## src/rtl/cdc_pkg.sv

```systemverilog
// charge deflection correction: shared types, constants and codes
// used by cdc_mul and the top level; depends on nothing
`default_nettype none
package cdc_pkg;
    localparam int MAX_WIDTH  = 256;
    localparam int MAX_HEIGHT = 256;
    localparam int MAX_EXTENT = 4;

    localparam int SIDE       = 2 * MAX_EXTENT + 1;
    localparam int TABLE_SIZE = SIDE * SIDE;
    localparam int XAW        = $clog2(MAX_WIDTH);
    localparam int YAW        = $clog2(MAX_HEIGHT);
    localparam int PAW        = XAW + YAW;
    localparam int CAW        = $clog2(4 * TABLE_SIZE);
    localparam int CB         = ((XAW > YAW) ? XAW : YAW) + 2;
    localparam int EB         = $clog2(MAX_EXTENT + 1);
    localparam int IB         = $clog2(SIDE);
    localparam int AB         = 66;
    localparam int MA         = 54;
    localparam int MB         = 48;
    localparam int MPW        = MA + MB;

    localparam logic [1:0] OP_COEF  = 2'd0;
    localparam logic [1:0] OP_PIXEL = 2'd1;
    localparam logic [1:0] OP_READ  = 2'd2;

    localparam logic [1:0] TAB_LEFT   = 2'd0;
    localparam logic [1:0] TAB_RIGHT  = 2'd1;
    localparam logic [1:0] TAB_BOTTOM = 2'd2;
    localparam logic [1:0] TAB_TOP    = 2'd3;

    localparam logic [1:0] REG_EXTENT = 2'd0;
    localparam logic [1:0] REG_GAIN   = 2'd1;
    localparam logic [1:0] REG_WIDTH  = 2'd2;
    localparam logic [1:0] REG_HEIGHT = 2'd3;

    localparam logic signed [39:0] OUT_MAX = 40'sh7F_FFFF_FFFF;
    localparam logic signed [39:0] OUT_MIN = 40'sh80_0000_0000;

    typedef struct packed {
        logic [1:0]         operation;
        logic [1:0]         table_select;
        logic [3:0]         coef_col;
        logic [3:0]         coef_row;
        logic signed [47:0] coef_value;
        logic [7:0]         pixel_x;
        logic [7:0]         pixel_y;
        logic signed [31:0] pixel_value;
    } t_in_item;

    typedef struct packed {
        logic [7:0]         out_x;
        logic [7:0]         out_y;
        logic signed [39:0] corrected_value;
        logic               saturated;
    } t_out_item;

    typedef struct packed {
        logic          start;
        logic [MA-1:0] a;
        logic [MB-1:0] b;
    } t_mul_req;

    typedef struct packed {
        logic           busy;
        logic           done;
        logic [MPW-1:0] p;
    } t_mul_st;

    typedef enum logic [3:0] {
        S_IDLE, S_CHK, S_FGET, S_NBRD, S_NBGET, S_NEIGH, S_PGET,
        S_QWAIT, S_SIDE, S_CGET, S_TWAIT, S_CWAIT, S_FIN
    } t_state;
endpackage
`default_nettype wire

```

## src/rtl/cdc_mul.sv

```systemverilog
// charge deflection correction: shared magnitude multiplier, 16 bits of b per cycle while busy,
// top bits first; depends on cdc_pkg
`default_nettype none
module cdc_mul
    import cdc_pkg::*;
(
    input  wire logic     i_clk,
    input  wire logic     i_rst_n,
    input  wire t_mul_req i_req,
    output t_mul_st       o_st
);
    logic [MA-1:0]  r_a;
    logic [MB-1:0]  r_b;
    logic [MPW-1:0] r_p;
    logic [1:0]     r_cnt;
    logic           r_busy;
    logic           r_done;
    logic [MA+15:0] part;

    assign part = MA'(r_a) * r_b[MB-1 -: 16];

    always_ff @(posedge i_clk) begin
        if (!i_rst_n) begin
            r_busy <= 1'b0;
            r_done <= 1'b0;
            r_cnt  <= '0;
        end else begin
            r_done <= 1'b0;
            if (i_req.start) begin
                r_busy <= 1'b1;
                r_cnt  <= '0;
            end else if (r_busy) begin
                r_cnt <= r_cnt + 2'd1;
                if (r_cnt == 2'd2) begin
                    r_busy <= 1'b0;
                    r_done <= 1'b1;
                end
            end
        end
    end

    always_ff @(posedge i_clk) begin
        if (i_req.start) begin
            r_a <= i_req.a;
            r_b <= i_req.b;
            r_p <= '0;
        end else if (r_busy) begin
            r_b <= {r_b[MB-17:0], 16'd0};
            r_p <= {r_p[MPW-17:0], 16'd0} + MPW'(part);
        end
    end

    assign o_st.busy = r_busy;
    assign o_st.done = r_done;
    assign o_st.p    = r_p;
endmodule
`default_nettype wire

```

## config.mk

```make
export PLATFORM = sky130hd
export DESIGN_NAME = cdc_mul
export DESIGN_NICKNAME = d
export VERILOG_FILES = /design/src/rtl/cdc_pkg.sv /design/src/rtl/cdc_mul.sv
export SDC_FILE = /design/constraint.sdc
export NUM_CORES = 2
export LEC_CHECK = 0
export BUFFER_PORTS_ARGS = -buffer_cell sky130_fd_sc_hd__buf_2
export CELL_PAD_IN_SITES_DETAIL_PLACEMENT = 1
export CELL_PAD_IN_SITES_GLOBAL_PLACEMENT = 1
export CORE_UTILIZATION = 50
export CTS_BUF_LIST = sky130_fd_sc_hd__clkbuf_8
export DETAILED_ROUTE_END_ITERATION = 6
export PLACE_DENSITY_LB_ADDON = 0.1
export REMOVE_ABC_BUFFERS = 1
export SYNTH_ARGS = -nofsm -noshare
export SYNTH_HDL_FRONTEND = slang
export SYNTH_SLANG_ARGS = --single-unit
```

## constraint.sdc

```tcl
create_clock -name i_clk -period 9.7 [get_ports i_clk]
set_input_delay 1.455 -clock i_clk [delete_from_list [all_inputs] [get_ports i_clk]]
set_output_delay 1.455 -clock i_clk [all_outputs]
set_load 0.02 [all_outputs]
```

==> results.py <==
metrics = {
    "global_route": {
        "grt_use_total_pct": 32.1,
        "grt_antenna_before_repair": 3,
        "grt_overflow_total": 0,
        "vias_in_the_first_global_route": 32300,
        "grt_start_max_net_pins": 84,
        "grt_pass1_wl_mm": 183,
    },
    "sta": {
        "maxSlewHeadroom_pct": 6.38,
        "finalHoldViolCount": 0,
        "timing.final.crit_share_pct": 85.3,
        "highest_clock_frequency_the_design_can_meet_mhz": 121,
        "timing.setup.tns_ns": 0,
        "setup-violations-final": 0,
        "period_minus_slack_ns": 8.27,
        "rsz0062_at_grt": "no",
        "final-max-slew-violation-count": 0,
        "worst-slew-pin-transition_ns": 1.40,
        "final.setup_skew_ns": 0.0447,
    },
    "critical_path": {
        "setup.worst_path.start": "r_b[34]",
        "timing.critical_path.slowest_cell_delay_ns": 1.14,
        "worst_r2r_startpoint": "r_b[34]",
        "cp.depth": 21,
        "path_delay_family": "adder cells",
        "crit-reg2reg-capture": "r_p[93]",
        "crit_path_max_fanout": 20,
        "worst_setup_path_endpoint": "r_p[93]",
        "critPathMostFrequentCell": "sky130_fd_sc_hd__fa_1",
        "cp_data_required_time_ns": 10.24,
        "regToRegSetupSlack_ns": 1.43,
        "timing.setup.critical_path_class": "reg -> reg",
        "critical_path.slowest_cell": "sky130_fd_sc_hd__edfxtp_1",
        "worstRegToRegCells": 21,
        "critical_path_cell_list": "buf_4 > nand2_1 > fa_1 > inv_1 > fa_1 > inv_1 > fa_1 > inv_1 > fa_1 > fa_1 > fa_1 > ha_1 > a21oi_1 > o21ai_0 > a21oi_1 > o311ai_0 > a221o_1 > a31oi_4 > o31ai_4 > o21ai_0 > a2111oi_0",
        "arrival_time_at_the_worst_endpoint_ns": 8.81,
        "critical_path.endpoint_type": "register",
        "critical_path_buf_inv_count": 4,
        "worst_setup_path_start_kind": "register",
    },
    "clocking": {
        "cts.sink_count": 208,
        "post-cts-setup-buffer-count": 0,
        "cts_resized": 0,
        "clkSlewWorstSetupHoldPaths_ns": 0.06,
        "cts_inserted_buffers": 42,
        "clk_latency_ns": 0.66,
        "ctsHtreeMaxLevel": 2,
        "cts.hold.buffers_added": 0,
        "max-clock-path-buffers": 3,
        "tritoncts": "yes",
        "cts_root_buf": "sky130_fd_sc_hd__clkbuf_8",
    },
    "placed_design": {
        "final_hpwl_from_detailed_placement_mm": 92.7,
        "port-buffer-count": 208,
        "gp_congestion": 0.938,
    },
    "layout": {
        "area.sequential_um2": 5190,
        "multi_input_comb_area_um2": 27600,
        "layout.cells.most_common": "sky130_fd_sc_hd__inv_1",
        "syn2layout_area_growth_pct": 7.26,
        "post_route_cells_drive_above_1_share_pct": 8.53,
        "final_cell_mix": "956 x sky130_fd_sc_hd__inv_1, 780 x sky130_fd_sc_hd__fa_1, 712 x sky130_fd_sc_hd__nand2_1",
        "num-fill-cells": 8566,
        "fin_nets": 5267,
    },
    "outcome": {
        "status": "complete, but fails checks",
        "failed_checks": "DRC",
    },
    "floorplanning": {
        "die_height_um": 275,
        "initial_utilization_pct": 50.8,
        "top_level_ports": 209,
        "die_x_um": 275,
        "die_area_um2": 75400,
        "core_area_um2": 73200,
        "row_count": 99,
    },
    "logic_synthesis": {
        "seq_area_frac_synth_pct": 13.9,
        "synth_top_cell_by_area": "sky130_fd_sc_hd__fa_1",
        "async_reset_ff_share_pct": 0,
        "post_synth_num_cell_types": 81,
        "yosys_most_used_dff": "sky130_fd_sc_hd__dfxtp_1",
        "synthesis.instances": 4155,
        "yosys_warnings": 0,
        "synth_area_per_cell_um2": 8.95,
        "synth.ff_latch_count": 208,
        "post_synth_main_area_contributors": "sky130_fd_sc_hd__fa_1 42%, sky130_fd_sc_hd__inv_1 9.5%, sky130_fd_sc_hd__edfxtp_1 8.2%",
        "syn-cell-area_um2": 37200,
        "netlist.area_leader.share_pct": 42.0,
        "count_of_flip_flops_with_a_built_in_enable_after_synthesis": 102,
    },
    "detailed_routing": {
        "antenna_violation_net_count_after_detailed_routing": 0,
        "drt_pass1_iterations": 7,
        "routed_wirelength_mm": 116,
        "via_total_after_detailed_routing": 28800,
        "routedWlPerCell_um": 22.3,
        "routed_via_count_divided_by_cell_count": 5.52,
        "drc": 8,
        "initial_drc_count": 1525,
    },
    "worst_hold_path": {
        "hp-class": "reg -> reg",
    },
    "flow_run": {
        "cap_viol_max_count": 0,
    },
}
==> layer usage <==
metal	share of wire, %	vias up	GRT usage (%)
li1	-	12600	-
met1	41	15300	41.3
met2	50	775	56.2
met3	5.5	162	4.52
met4	2.8	2	8.86
met5	0.011	-	0
==> Yosys cell counts (7+ instances only) <==
| cell type | number |
|---|---|
| sky130_fd_sc_hd__inv_1 | 945 |
| sky130_fd_sc_hd__fa_1 | 780 |
| sky130_fd_sc_hd__nand2_1 | 712 |
| sky130_fd_sc_hd__and2_1 | 319 |
| sky130_fd_sc_hd__clkbuf_1 | 209 |
| sky130_fd_sc_hd__ha_1 | 159 |
| sky130_fd_sc_hd__a21oi_1 | 124 |
| sky130_fd_sc_hd__nor2_1 | 115 |
| sky130_fd_sc_hd__dfxtp_1 | 106 |
| sky130_fd_sc_hd__edfxtp_1 | 102 |
| sky130_fd_sc_hd__o21ai_0 | 91 |
| sky130_fd_sc_hd__nand4_1 | 36 |
| sky130_fd_sc_hd__mux2_2 | 34 |
| sky130_fd_sc_hd__a21o_1 | 32 |
| sky130_fd_sc_hd__xnor2_1 | 32 |
| sky130_fd_sc_hd__nand3_1 | 29 |
| sky130_fd_sc_hd__mux2i_1 | 28 |
| sky130_fd_sc_hd__xor2_1 | 25 |
| sky130_fd_sc_hd__nor3_1 | 22 |
| sky130_fd_sc_hd__and3_1 | 20 |
| sky130_fd_sc_hd__o211ai_1 | 17 |
| sky130_fd_sc_hd__a211oi_1 | 16 |
| sky130_fd_sc_hd__o21a_1 | 14 |
| sky130_fd_sc_hd__o21bai_1 | 13 |
| sky130_fd_sc_hd__nor4_1 | 10 |
| sky130_fd_sc_hd__o22ai_1 | 10 |
| sky130_fd_sc_hd__buf_2 | 9 |
| sky130_fd_sc_hd__a21boi_0 | 8 |
| sky130_fd_sc_hd__a31oi_1 | 8 |
| sky130_fd_sc_hd__a211o_1 | 7 |
| sky130_fd_sc_hd__and4_1 | 7 |
| sky130_fd_sc_hd__nor2b_1 | 7 |
| sky130_fd_sc_hd__or3_1 | 7 |
==> worst reg2reg max path, cell delays in order (launching register included) <==
cell	delay (ns)
sky130_fd_sc_hd__edfxtp_1	1.14
sky130_fd_sc_hd__buf_4	0.38
sky130_fd_sc_hd__nand2_1	0.11
sky130_fd_sc_hd__fa_1	0.55
sky130_fd_sc_hd__inv_1	0.06
sky130_fd_sc_hd__fa_1	0.54
sky130_fd_sc_hd__inv_1	0.06
sky130_fd_sc_hd__fa_1	0.50
sky130_fd_sc_hd__inv_1	0.06
sky130_fd_sc_hd__fa_1	0.46
sky130_fd_sc_hd__fa_1	0.53
sky130_fd_sc_hd__fa_1	0.41
sky130_fd_sc_hd__ha_1	0.41
sky130_fd_sc_hd__a21oi_1	0.12
sky130_fd_sc_hd__o21ai_0	0.42
sky130_fd_sc_hd__a21oi_1	0.17
sky130_fd_sc_hd__o311ai_0	0.57
sky130_fd_sc_hd__a221o_1	0.28
sky130_fd_sc_hd__a31oi_4	0.08
sky130_fd_sc_hd__o31ai_4	0.74
sky130_fd_sc_hd__o21ai_0	0.18
sky130_fd_sc_hd__a2111oi_0	0.37
==> registers in the layout, summed over array words and instances, names as in the netlist <==
signal and count:
r_p 102, r_busy 1, r_done 1, r_b 48, r_a 54, r_cnt 2
==> stage by stage <==
step / worst slack [ns] / hold slack [ns] / utilization, % / instances / cell area (um2)
after floorplan: 2.51 / 0.460 / - / 3927 / 36300
after global placement: 1.78 / 0.461 / 53.2 / 5138 / 39000
after detailed placement: 1.43 / 0.465 / 53.2 / 5138 / 39000
after CTS: 1.46 / 0.485 / 54.4 / 5214 / 39900
after global routing: 1.10 / 0.514 / 54.5 / 5215 / 39900
final: 1.43 / 0.481 / 54.5 / 5219 / 39900
==> worst min-delay path by stage <==
| stage | startpoint | endpoint | slack [ns] | depth (start not counted) |
|---|---|---|---|---|
| 2_1_floorplan | r_cnt[1] | r_cnt[1] | 0.46 | 2 |
| 3_3_place_gp | r_p[94] | r_p[94] | 0.46 | 2 |
| 3_5_place_dp | r_p[89] | r_p[89] | 0.46 | 2 |
| 4_1_cts | r_p[88] | r_p[88] | 0.48 | 1 |
| 5_1_grt | r_cnt[1] | r_cnt[1] | 0.51 | 2 |
| 6_report | r_p[88] | r_p[88] | 0.48 | 1 |
==> layout make-up <==
cell class	instances	share of cell area [%]
Antenna cell	5	0.0314
Clock buffer	44	1.52
Clock inverter	32	0.741
Inverter	946	8.91
Multi-Input combinational cell	2773	69.1
Sequential cell	208	13.0
Tap cell	959	3.01
Timing Repair Buffer	252	3.64
==> logic make-up (layout without fill, tap and decap cells) <==
logic type               count (synthesis)  count (layout)  synth area share [%]
buffers and inverters                 1174            1274                  11.9
XOR/XNOR                                57              57                  1.34
AO/OA/AOI/OAI                          408             408                  7.22
adder cells (fa/ha/maj)                939             939                  47.4
flip-flops                             208             208                  13.9
AND/OR/NAND/NOR                       1307            1307                  16.4
other                                    0               5                     0
multiplexers                            62              62                  1.78
Power is not shown: default switching activity piles up to over one toggle a cycle in this logic, so the estimate is an artifact.
